===== src/rtl/core/sip_pkg.sv =====
// Shared types and constants for the slab intensity projection block.
// Used by every module under rtl/core; depends on nothing.
`timescale 1ns / 1ps
package sip_pkg;

  localparam int PIX_W      = 16;
  localparam int ACC_W      = 26;
  localparam int POS_W      = 18;
  localparam int SLC_W      = 10;
  localparam int SCNT_W     = 11;
  localparam int PCNT_W     = 19;
  localparam int CFG_W      = 19;
  localparam int IDX_W      = 2;
  localparam int MAX_SLICES = 1024;
  localparam int MAX_PIXELS = 262144;
  localparam int NUM_W      = ACC_W + 1;
  localparam int DEN_W      = SCNT_W + 1;
  localparam int FIFO_DEPTH = 8;
  localparam int FIFO_AW    = 3;
  localparam int FIFO_LW    = 4;

  localparam logic [1:0] MODE_MAX = 2'd0;
  localparam logic [1:0] MODE_MIN = 2'd1;
  localparam logic [1:0] MODE_AVG = 2'd2;

  localparam logic [IDX_W-1:0] REG_MODE   = 2'd0;
  localparam logic [IDX_W-1:0] REG_SLICES = 2'd1;
  localparam logic [IDX_W-1:0] REG_PIXELS = 2'd2;

  typedef struct packed {
    logic [1:0]        mode;
    logic [SCNT_W-1:0] slices;
    logic [PCNT_W-1:0] pixels;
  } sip_cfg_t;

  typedef struct packed {
    logic signed [ACC_W-1:0] acc;
    logic [POS_W-1:0]        pos;
    logic                    last;
    logic                    avg;
  } sip_item_t;

  typedef struct packed {
    logic               not_empty;
    logic [FIFO_LW-1:0] level;
  } sip_qstat_t;

endpackage


===== src/rtl/core/sip_fifo.sv =====
// Short request queue between the accumulate front and the divide back.
// Depends on sip_pkg.
`timescale 1ns / 1ps
module sip_fifo
  import sip_pkg::*;
(
  input  logic       clk,
  input  logic       rst_n,
  input  logic       push,
  input  sip_item_t  push_item,
  input  logic       pop,
  output sip_item_t  head,
  output sip_qstat_t qstat
);

  sip_item_t          mem_r [FIFO_DEPTH];
  logic [FIFO_AW-1:0] wr_ptr_r;
  logic [FIFO_AW-1:0] rd_ptr_r;
  logic [FIFO_LW-1:0] cnt_r;

  always_ff @(posedge clk) begin
    if (!rst_n) begin
      wr_ptr_r <= '0;
      rd_ptr_r <= '0;
      cnt_r    <= '0;
    end else begin
      if (push) wr_ptr_r <= wr_ptr_r + 1'b1;
      if (pop)  rd_ptr_r <= rd_ptr_r + 1'b1;
      if (push && !pop)      cnt_r <= cnt_r + 1'b1;
      else if (pop && !push) cnt_r <= cnt_r - 1'b1;
    end
  end

  always_ff @(posedge clk) begin
    if (push) mem_r[wr_ptr_r] <= push_item;
  end

  assign head            = mem_r[rd_ptr_r];
  assign qstat.not_empty = (cnt_r != '0);
  assign qstat.level     = cnt_r;

`ifndef ASSERT_OFF
  a_no_overflow: assert property (@(posedge clk) disable iff (!rst_n)
    push && !pop |-> cnt_r != FIFO_LW'(FIFO_DEPTH))
    else $error("queue overflow");
  a_no_underflow: assert property (@(posedge clk) disable iff (!rst_n)
    pop |-> cnt_r != '0)
    else $error("queue underflow");
  a_level_bound: assert property (@(posedge clk) disable iff (!rst_n)
    cnt_r <= FIFO_LW'(FIFO_DEPTH))
    else $error("queue level out of range");
`endif

endmodule


===== config.mk =====
export PLATFORM = sky130hd
export DESIGN_NAME = sip_fifo
export DESIGN_NICKNAME = d
export VERILOG_FILES = /design/src/rtl/core/sip_pkg.sv /design/src/rtl/core/sip_fifo.sv
export SDC_FILE = /design/constraint.sdc
export NUM_CORES = 1
export LEC_CHECK = 0
export BUFFER_PORTS_ARGS = -buffer_cell sky130_fd_sc_hd__buf_2
export CAP_MARGIN = 0
export CORE_AREA = 10 10 203 205
export CTS_BUF_LIST = sky130_fd_sc_hd__clkbuf_4 sky130_fd_sc_hd__clkbuf_8
export CTS_CLUSTER_DIAMETER = 30
export DETAILED_ROUTE_END_ITERATION = 6
export DIE_AREA = 0 0 213 215
export GPL_TIMING_DRIVEN = 1
export PLACE_DENSITY = 0.56
export SYNTH_ARGS = -nofsm -noshare
export SYNTH_HDL_FRONTEND = slang
export SYNTH_SLANG_ARGS = --single-unit

===== constraint.sdc =====
create_clock -name clk -period 5.9 [get_ports clk]
set_input_delay 0.295 -clock clk [delete_from_list [all_inputs] [get_ports clk]]
set_output_delay 0.295 -clock clk [all_outputs]
set_load 0.1 [all_outputs]

Word level (Yosys, flattened, before mapping):

Memory sizes are Yosys's and may differ from the RTL's. A register that Yosys moved wholly into a read port is not among the register bits.
Cells that the tools add are included.

* add/sub/neg operators: 4
* multiplexer cells: 6
* reductions and logical operators: 6

Operators with widths (number)
* $mux W4: 2
* $add A3 B1 Y3 const B: 2
* $mux W3: 2
* $add A4 B1 Y4 const B: 1
* $reduce_bool A4 Y1: 1
* $sub A4 B1 Y4 const B: 1
* $logic_and A1 B1 Y1: 2
* $logic_not A1 Y1: 2
* $mux W1: 2
* $reduce_bool A2 Y1: 1

* memories: 1
* word-level logic and storage cells: 20
* memory bits (writable): 368
* output and inout bits: 51
* input port bits: 50
* bits in registers: 10

Memories
* mem_r: words 8, width 46, read ports 1, clocked after Yosys merged registers in 1, wr ports 1, RTL line sip_fifo.sv:16 `sip_item_t mem_r [FIFO_DEPTH];`

Longest topological paths before layout:

* word-level depth: 4
* depth in mapped cells: 8
* mapped depth without buffers: 8

Worst setup path before layout:

OpenSTA, ideal clock, no wires.

* kind: register to register
* start point: reg wr_ptr_r[2]
* end point: mem mem_r[0][0] (netlist name), enable pin
* buffers on the path: 0
* cell stages (with the launch flop): 3
* setup slack: 1753 ps
* clock period less this slack: 4147 ps
* data arrival time: 3640 ps
* setup time: 506 ps
* data required time: 5394 ps
* cell sequence: dfxtp_1 -> nand2b_1 -> nor3_1

RTL lines
* from (decl): RTL line sip_fifo.sv:17 `logic [FIFO_AW-1:0] wr_ptr_r;`
* from (signal assigned): RTL line sip_fifo.sv:27 `if (push) wr_ptr_r <= wr_ptr_r + 1'b1;`
* to (decl): RTL line sip_fifo.sv:16

No word-level cell before the write port.

==> reports/results.tsv <==
metric	value	unit
start_kind	flip-flop	
leakage	0.00601	uW
drc	0	
maxCapViolations	0	
hold_viol	0	
cts_sinks	381	
status	finished clean	
max-slew-margin-rel	40.5	%
setup_viol	0	
grt.total_usage	13.8	%
yosysTopAreaCellShare	75.2	%
grt_setup_unrepaired	false	
ioPinCount	101	
powerDensity	389	nW/um^2
grt_pass1_wl	47.0	mm
root_buffer	clkbuf_8	
syn_area_per_cell	24.5	um^2
top_usage_layer	met2	
port_buffers	100	
cp_data_required_time	5.61	ns
tightest_slew	0.892	ns
cp_max_fo	36	
cts_resized	0	
hold_path_class	in -> reg	
crit_arrival	3.27	ns
clk_latency	0.60	ns
fin_tns_setup	0	ns
grtUsageMet3	3.84	%
finish.net_count	866	
grt_pass1_vias	7752	
wl_per_cell	23.0	um
synthArstFlopShare	0	%
ir_drop	317	uV
syn-num-nets	655	
synthFlopType	edfxtp_1	
drtIter0Drc	342	
grt_max_degree	56	
htree_levels	3	
dp_worst_setup_slack	2.89	ns
core-area	37200	um^2
fmax	281	MHz
synth_area_leaders	edfxtp_1, mux4_1, mux4_2, mux2_2, dfxtp_1	
finClkSkew	0.0158	ns
synth.largest_area_cell	edfxtp_1	
gp_congestion	0.680	
drive_gt1_share	37.5	%
ys_seq_area_share	77.0	%
fp-row-count	71	
synth.distinct_cells	29	
grt_use_met1	16.6	%
dr.pass1.iters	6	
ys_ff_latch	381	
die_h	215	um
start_util	39.5	%
postRouteAntennaNets	0	
num_vias	6845	
ys.warnings.count	0	
grt_use_met2	23.2	%
synth.most_common_cell	edfxtp_1	
cts_hold_buf	46	
routed_wirelength	30.8	mm
fin_util	48.1	%
synth-edff-count	368	
synthCells	599	
endpoint_kind	output pin	
clockBufferDepth	3	
slew_violations	0	
grt-ovfl-total	0	
syn_area	14700	um^2
cts_made_buffers	78	
antenna_found_initial	1	
crit_type	reg -> out	
drt-vias-per-instance	5.11	
synthTopCellsByCount	edfxtp_1, mux4_1, mux2_2, mux4_2, dfxtp_1	
die_area	45800	um^2
area.growth.synth_to_final	21.9	%
cts_tree	built	
cts_setup_buffers	0	
layout_setup_ws	2.34	ns
dieWidth	213	um
post-route-min-period	3.56	ns
period_share	60.4	%
whs	0.0544	ns
clk_pin_slew_worst_paths	0.06	ns
hpwl	16.5	mm
-- cell type report --
type,count,area [um^2]
clock inverters,44,531
multi-input cells,189,3220
flip-flops and latches,381,11300
repair buffers,158,1050
diodes,1,2.50
inverters,2,7.51
fillers,3021,19300
well taps,474,593
clock buffers,90,1180
-- sequential cells by signal (all words and copies together), names as in the netlist, named ones only --
| register | cells |
|---|---|
| cnt_r | 4 |
| mem_r | 368 |
| rd_ptr_r | 3 |
| wr_ptr_r | 3 |
-- kinds of logic after synthesis --
group	Yosys count	synth area share [%]
AO/OA/AOI/OAI	4	0.162
XOR/XNOR	6	0.358
adder cells (fa/ha/maj)	6	0.562
buffers and inverters	29	1.49
flip-flops	381	77.0
multiplexers	142	19.4
AND/OR/NAND/NOR	31	1.08
-- metrics by stage --
| stage | std cells | cell area [um^2] | total power, uW |
|---|---|---|---|
| after floorplan | 599 | 14700 | 3870 |
| after global routing | 1339 | 17900 | 7260 |
| after global placement | 1158 | 15700 | 4030 |
| after CTS | 1338 | 17900 | 7080 |
| after detailed placement | 1158 | 15700 | 4050 |
| final | 1339 | 17900 | 6970 |
-- where the power goes --
part           internal (uW)  switching (uW)  total (uW)
registers               3050            52.8        3100
logic                    251             657         908
clock network           1860            1110        2970
total                   5160            1820        6970
-- cells in the final DEF (no fill, tap or decap), types with 10 or more instances in the layout --
| cell type | netlist | layout |
|---|---|---|
| edfxtp_1 | 368 | 368 |
| buf_2 | 2 | 100 |
| clkbuf_8 | 0 | 81 |
| mux4_1 | 58 | 58 |
| mux2_2 | 46 | 46 |
| dlygate4sd3_1 | 0 | 46 |
| mux4_2 | 34 | 34 |
| clkinv_1 | 0 | 13 |
| bufinv_16 | 0 | 12 |
| buf_4 | 0 | 12 |
| clkinv_2 | 0 | 10 |
| dfxtp_1 | 13 | 10 |
-- critical path: stages, from the launching register on --
cell	delay, ns
dfxtp_4	0.80
buf_4	0.61
mux4_1	0.62
mux2_2	0.31
buf_2	0.30
-- routing by layer --
metal  up-vias  part of all wire, %  wire, um
li1       3030                    -         -
met1      3586                   41     12500
met2       170                   52     15800
met3        59                  5.7      1760
met4         0                  2.2       674
met5         -                    0         0
-- path summary, 6_finish.rpt --
kind                             startpoint           end  slack [ns]  cells after the start
worst max-delay path              flip-flop      head[25]        2.34                      4
worst min-delay path                  rst_n     flip-flop        0.05                      2
worst max register to register  wr_ptr_r[2]  mem_r[0][34]        3.43                      3
worst min register to register     cnt_r[3]      cnt_r[3]        0.50                      2
No activity file was read; power rests on OpenSTA's default activity.
