$ cat src/rtl/core/sip_pkg.sv
// Shared types and constants for the slab intensity projection block.
// Used by every module under rtl/core; depends on nothing.
`timescale 1ns / 1ps
package sip_pkg;

  localparam int PIX_W      = 16;
  localparam int ACC_W      = 26;
  localparam int POS_W      = 18;
  localparam int SLC_W      = 10;
  localparam int SCNT_W     = 11;
  localparam int PCNT_W     = 19;
  localparam int CFG_W      = 19;
  localparam int IDX_W      = 2;
  localparam int MAX_SLICES = 1024;
  localparam int MAX_PIXELS = 262144;
  localparam int NUM_W      = ACC_W + 1;
  localparam int DEN_W      = SCNT_W + 1;
  localparam int FIFO_DEPTH = 8;
  localparam int FIFO_AW    = 3;
  localparam int FIFO_LW    = 4;

  localparam logic [1:0] MODE_MAX = 2'd0;
  localparam logic [1:0] MODE_MIN = 2'd1;
  localparam logic [1:0] MODE_AVG = 2'd2;

  localparam logic [IDX_W-1:0] REG_MODE   = 2'd0;
  localparam logic [IDX_W-1:0] REG_SLICES = 2'd1;
  localparam logic [IDX_W-1:0] REG_PIXELS = 2'd2;

  typedef struct packed {
    logic [1:0]        mode;
    logic [SCNT_W-1:0] slices;
    logic [PCNT_W-1:0] pixels;
  } sip_cfg_t;

  typedef struct packed {
    logic signed [ACC_W-1:0] acc;
    logic [POS_W-1:0]        pos;
    logic                    last;
    logic                    avg;
  } sip_item_t;

  typedef struct packed {
    logic               not_empty;
    logic [FIFO_LW-1:0] level;
  } sip_qstat_t;

endpackage

$ cat src/rtl/core/sip_back.sv
// Back: pipelined restoring divider for the rounded average, one quotient
// bit per stage, plus the input register. Depends on sip_pkg.
`timescale 1ns / 1ps
module sip_back
  import sip_pkg::*;
(
  input  logic              clk,
  input  logic              rst_n,
  input  sip_cfg_t          cfg,
  input  sip_item_t         head,
  input  sip_qstat_t        qstat,
  output logic              pop,
  output logic              out_valid,
  input  logic              out_ready,
  output logic [PIX_W-1:0]  out_projected_value,
  output logic [POS_W-1:0]  out_pixel_index,
  output logic              out_last_pixel
);

  logic [DEN_W-1:0] rem_r  [NUM_W+1];
  logic [NUM_W-1:0] nq_r   [NUM_W+1];
  logic             vld_r  [NUM_W+1];
  logic             neg_r  [NUM_W+1];
  logic             avg_r  [NUM_W+1];
  logic [PIX_W-1:0] val_r  [NUM_W+1];
  logic [POS_W-1:0] pos_r  [NUM_W+1];
  logic             last_r [NUM_W+1];

  logic             en;
  logic [DEN_W-1:0] den;
  logic [ACC_W-1:0] mag;
  logic [NUM_W-1:0] num;
  logic [PIX_W-1:0] quo;

  // Advance all stages together; hold when the output is stalled.
  assign en  = !vld_r[NUM_W] || out_ready;
  assign pop = en && qstat.not_empty;
  assign den = {cfg.slices, 1'b0};
  assign mag = head.acc[ACC_W-1] ? ACC_W'(-head.acc) : ACC_W'(head.acc);
  assign num = {mag, 1'b0} + NUM_W'(cfg.slices);

  always_ff @(posedge clk) begin
    if (!rst_n) begin
      vld_r[0] <= 1'b0;
    end else if (en) begin
      vld_r[0] <= pop;
    end
  end

  always_ff @(posedge clk) begin
    if (en) begin
      rem_r[0]  <= '0;
      nq_r[0]   <= num;
      neg_r[0]  <= head.acc[ACC_W-1];
      avg_r[0]  <= head.avg;
      val_r[0]  <= head.acc[PIX_W-1:0];
      pos_r[0]  <= head.pos;
      last_r[0] <= head.last;
    end
  end

  for (genvar k = 1; k <= NUM_W; k++) begin : g_stage
    logic [DEN_W:0]   trial;
    logic             ge;
    logic [DEN_W-1:0] rem_nxt;

    assign trial   = {rem_r[k-1], nq_r[k-1][NUM_W-1]};
    assign ge      = (trial >= {1'b0, den});
    assign rem_nxt = ge ? DEN_W'(trial - {1'b0, den}) : trial[DEN_W-1:0];

    always_ff @(posedge clk) begin
      if (!rst_n) begin
        vld_r[k] <= 1'b0;
      end else if (en) begin
        vld_r[k] <= vld_r[k-1];
      end
    end

    always_ff @(posedge clk) begin
      if (en) begin
        rem_r[k]  <= rem_nxt;
        nq_r[k]   <= {nq_r[k-1][NUM_W-2:0], ge};
        neg_r[k]  <= neg_r[k-1];
        avg_r[k]  <= avg_r[k-1];
        val_r[k]  <= val_r[k-1];
        pos_r[k]  <= pos_r[k-1];
        last_r[k] <= last_r[k-1];
      end
    end
  end

  assign quo                 = nq_r[NUM_W][PIX_W-1:0];
  assign out_valid           = vld_r[NUM_W];
  assign out_projected_value = avg_r[NUM_W] ? (neg_r[NUM_W] ? PIX_W'(-quo) : quo)
                                            : val_r[NUM_W];
  assign out_pixel_index     = pos_r[NUM_W];
  assign out_last_pixel      = last_r[NUM_W];

endmodule

$ cat config.mk
export PLATFORM = sky130hd
export DESIGN_NAME = sip_back
export DESIGN_NICKNAME = d
export VERILOG_FILES = /design/src/rtl/core/sip_pkg.sv /design/src/rtl/core/sip_back.sv
export SDC_FILE = /design/constraint.sdc
export NUM_CORES = 2
export LEC_CHECK = 0
export BUFFER_PORTS_ARGS = -buffer_cell sky130_fd_sc_hd__buf_2
export CORE_ASPECT_RATIO = 1.5
export CORE_MARGIN = 5
export CORE_UTILIZATION = 40
export CTS_CLUSTER_DIAMETER = 120
export DETAILED_ROUTE_END_ITERATION = 8
export HOLD_SLACK_MARGIN = 0.12
export REMOVE_ABC_BUFFERS = 1
export SLEW_MARGIN = 15
export SYNTH_ARGS = -nofsm -noshare
export SYNTH_HDL_FRONTEND = slang
export SYNTH_SLANG_ARGS = --single-unit
$ cat constraint.sdc
create_clock -name clk -period 111.7 [get_ports clk]
set_input_delay 22.34 -clock clk [delete_from_list [all_inputs] [get_ports clk]]
set_output_delay 22.34 -clock clk [all_outputs]
set_load 0.005 [all_outputs]
## Word level (Yosys, flattened, before mapping)

Memories as Yosys holds them, arrays and structs flattened.
Cells that the tools add are included.

- Input bits: 86
- Output and inout bits: 37
- Memories kept: 8
- Bits in writable memories: 2156
- Word-level logic and storage cells: 159
- Bits in registers: 0

- Add/sub/neg operators: 30
- Reductions and logical operators: 3
- Mux-type cells: 63
- Bitwise logic cells: 28
- $lt $le $gt $ge: 27

Memory list:

| memory | depth | bits a word | rd ports | clocked after memory_dff | write ports | RTL line | text |
|---|---|---|---|---|---|---|---|
| nq_r | 28 | 27 | 28 | 0 | 28 | sip_back.sv:21 | `logic [NUM_W-1:0] nq_r [NUM_W+1];` |
| pos_r | 28 | 18 | 28 | 0 | 28 | sip_back.sv:26 | `logic [POS_W-1:0] pos_r [NUM_W+1];` |
| val_r | 28 | 16 | 28 | 0 | 28 | sip_back.sv:25 | `logic [PIX_W-1:0] val_r [NUM_W+1];` |
| rem_r | 28 | 12 | 27 | 0 | 28 | sip_back.sv:20 | `logic [DEN_W-1:0] rem_r [NUM_W+1];` |
| avg_r | 28 | 1 | 28 | 0 | 28 | sip_back.sv:24 | `logic avg_r [NUM_W+1];` |
| last_r | 28 | 1 | 28 | 0 | 28 | sip_back.sv:27 | `logic last_r [NUM_W+1];` |
| +2 memories | -- | -- | -- | -- | -- | -- |  |

Operators by type and width:

| kind | number |
|---|---|
| $ge 13x12->1 | 27 |
| $mux 12 | 27 |
| $sub 12x12->12 | 27 |
| $mux 1 | 33 |
| $mux 16 | 2 |
| $or 1x1->1 | 28 |
| $add 27x11->27 | 1 |
| $mux 26 | 1 |
| $neg 26->26 | 1 |
| $neg 16->16 | 1 |
| $logic_and 1x1->1 | 1 |
| $logic_not 1->1 | 1 |
| $logic_or 1x1->1 | 1 |

## Longest topological paths before layout

An unclocked memory read counts as a cell.

- Word-level depth: 7
- Mapped depth: 14
- Depth with buffers taken out: 13

## Least setup slack after synthesis

OpenSTA, ideal clock, no wires.

- Kind: input-to-output
- From: input out_ready
- To: output pop
- Arrival time: 76206 ps
- Path buffers: 1
- Slack: 13154 ps
- Cell stages on the path: 3
- Required time: 89360 ps
- Path through: nand2b_1 -> clkbuf_1 -> and2_1

- Longest elaborated chain between the ends: 2

Ends and longest elaborated chain:

| element | RTL line | text |
|---|---|---|
| start: declaration | sip_back.sv:14 | `input logic out_ready,` |
| $logic_or 1x1->1 | sip_back.sv:36 | `assign en = !vld_r[NUM_W] \|\| out_ready;` |
| $logic_and 1x1->1 | sip_back.sv:37 | `assign pop = en && qstat.not_empty;` |
| end: declaration | sip_back.sv:12 | `output logic pop,` |

Every way passes these cells.

## Worst setup path in the final report

Ends and elaborated chain as after synthesis.

==> flow_metrics.py <==
metrics = {
    "place": {
        "dp_cells": 6525,
        "routabilityCongestion": 0.827,
        "portBuffers": 97,
        "dp_hpwl_mm": 67.8,
        "dp_slack_ns": 65.80,
        "dpl_cell_area_um2": 77100,
    },
    "floorplanning": {
        "num_io_pins": 123,
        "die_h_um": 534,
        "start_util": 0.402,
        "die_area_um2": 192000,
        "fp.dieW_um": 360,
        "design.core.area_um2": 182000,
        "row_count": 192,
    },
    "yosys": {
        "syn_area_um2": 73300,
        "yosys_warnings": 0,
        "synth_area_leader_cell": "edfxtp_1",
        "async_reset_ff_frac": 0,
        "synth.area.top_cells": "edfxtp_1 (77%), ha_1 (5.1%), mux2_2 (3.2%), xnor2_1 (1.7%), xor2_1 (1.4%)",
        "synth_area_per_cell_um2": 18.3,
        "synth_top_area_share": 0.774,
        "ys_types": 64,
        "ys_seq_area_frac": 0.774,
        "synth_edf_count": 1889,
        "synth_common_cells": "edfxtp_1 (1889), ha_1 (300), mux2_2 (207)",
        "synth.most_common_cell": "edfxtp_1",
        "ys_ff_latch": 1890,
        "ys.flop_type": "edfxtp_1",
        "synthCells": 3999,
    },
    "layout": {
        "syn2layout_area_growth_pct": 13.2,
        "nNetsFinal": 4694,
        "drive_above_1_share": 0.147,
        "stdcell_count": 6855,
        "postLayoutCoreUtil": 0.455,
        "fin_area_um2": 83000,
    },
    "critical_path": {
        "critPathKind": "primary input to output pin",
        "crit_path_max_fanout": 79,
        "regToRegSetupSlack_ns": 106.63,
        "endpoint_kind": "output pin",
        "crit_path_start_kind": "primary input",
        "cp_data_required_time_ns": 89.36,
        "crit_arrival_ns": 23.51,
    },
    "clock_tree": {
        "cts.htree.levels": 4,
        "cts_setup_buffers": 0,
        "clk_pin_slew_ns": 0.06,
        "clock_latency_ns": 0.79,
        "clock_sinks": 1890,
        "cts_tree": "yes",
        "cts_buffer_depth": 3,
        "numCtsBuffers": 180,
        "ctsResizeCount": 0,
        "ctsHoldBuffers": 0,
        "root_buffer": "clkbuf_16",
    },
    "routing": {
        "wl_met1_mm": 45.8,
        "route.detailed.drc": 0,
        "wl_mm": 113,
        "drt_first_pass_iters": 4,
        "detail-route-antenna-nets": 0,
        "wl_met2_mm": 59.0,
        "highest_layer": "met4",
        "num_vias": 33400,
        "drt-initial-drc-count": 1945,
        "post_drt_wl_per_cell_um": 16.5,
        "wl_met3_mm": 3.92,
        "routed_via_density": 4.88,
    },
    "sta": {
        "finalWorstSetupSlack_ns": 65.85,
        "worst_slew_pin_slew_ns": 1.17,
        "max_slew_margin": 0.220,
        "min_period_ns": 45.85,
        "hold_slack_ns": 0.400,
        "rsz0062_at_grt": "no",
        "fin_crit_sh": 0.410,
        "fin_skew_ns": 0.0286,
        "max_freq_ghz": 0.0218,
        "setup_tns_ns": 0,
        "setup_viol": 0,
        "finalHoldViolCount": 0,
        "maxSlewViolCount": 0,
    },
    "global_routing": {
        "grt_first_pass_wirelength_mm": 181,
        "antenna_found_initial": 1,
        "groute.usage.overall": 0.116,
        "grt_max_degree": 179,
        "grt_pass1_vias": 34700,
        "gr-total-overflow": 0,
    },
    "pwr": {
        "p_leak_nw": 31.4,
        "p_per_area_nw_per_um2": 23.6,
        "vdd_drop_max_uv": 16.9,
        "p_total_mw": 1.96,
    },
    "status": {
        "status": "finished, final reports clean",
    },
    "run": {
        "maxCapViolCount": 0,
    },
    "worst_hold_path": {
        "min_path_type": "register to register",
    },
}
worst paths after layout:
kind / start / endpoint / cells after the start
worst min register to register: pos_r[4][0] / pos_r[5][0] / 0
worst min-delay path: pos_r[4][0] / pos_r[5][0] / 0
worst max register to register: vld_r[6][3] / pos_r[27][11] / 5
worst max-delay path: out_ready / pop / 4
placed cells by master, fill, tap and decap left out, types with 11 or more instances in the layout:
master and n:
a211oi_1 30, a21boi_0 18, a21o_1 85, a21oi_1 173, a311oi_1 30, and2_1 18, and3_1 38, buf_2 97
buf_4 34, bufinv_16 22, clkbuf_1 31, clkbuf_16 183, clkinv_1 40, clkinv_2 27, clkinvlp_4 11, edfxtp_1 1889
fa_1 26, ha_1 300, inv_1 115, inv_2 11, mux2_2 207, mux2i_1 53, nand2_1 89, nand2b_1 38
nand4_1 49, nand4b_1 12, nor2_1 118, nor2b_1 52, nor3_1 20, nor4_1 17, o21a_1 12, o21ai_0 108
o31ai_1 40, or2_2 17, or3_1 37, or4_1 15, xnor2_1 142, xor2_1 114
area by class of cell:
type	count	area, um^2
inverters	126	473
clock buffers	214	4700
fillers	15600	99300
diodes	1	2.50
repair buffers	135	816
well taps	2425	3030
flip-flops and latches	1890	56700
multi-input cells	1949	16000
clock inverters	115	1220
state kept, by name, summed over array words and instances (netlist names):
register	cells
last_r	28
val_r	448
avg_r	28
neg_r	28
nq_r	514
pos_r	504
vld_r	28
rem_r	312
kinds of logic after synthesis:
logic type | after synthesis | synth area share
DFF | 1890 | 0.774
AOI/OAI and AO/OA | 565 | 0.0500
and+or+nand+nor | 542 | 0.0398
adders and majority gates | 326 | 0.0583
muxes | 260 | 0.0390
xor gates and xnor gates | 256 | 0.0306
buffers and inverters | 160 | 0.00848
critical path, cell delays in order:
cell and delay, ns:
buf_2 0.10, nand2b_4 0.55, and2_1 0.39, buf_2 0.12
report_power, final:
part           internal (mW)  switching, mW  total, mW
Sequential             0.933         0.0454      0.978
Combinational          0.183          0.192      0.376
Clock                  0.352          0.252      0.604
Total                   1.47          0.490       1.96
layer usage:
| metal | GRT usage | up-vias |
|---|---|---|
| met5 | 0 | - |
| met4 | 0.0539 | 0 |
| met3 | 0.0225 | 257 |
| met2 | 0.209 | 522 |
| met1 | 0.134 | 16400 |
| li1 | - | 16300 |
Power figures use the tool's default switching activity.
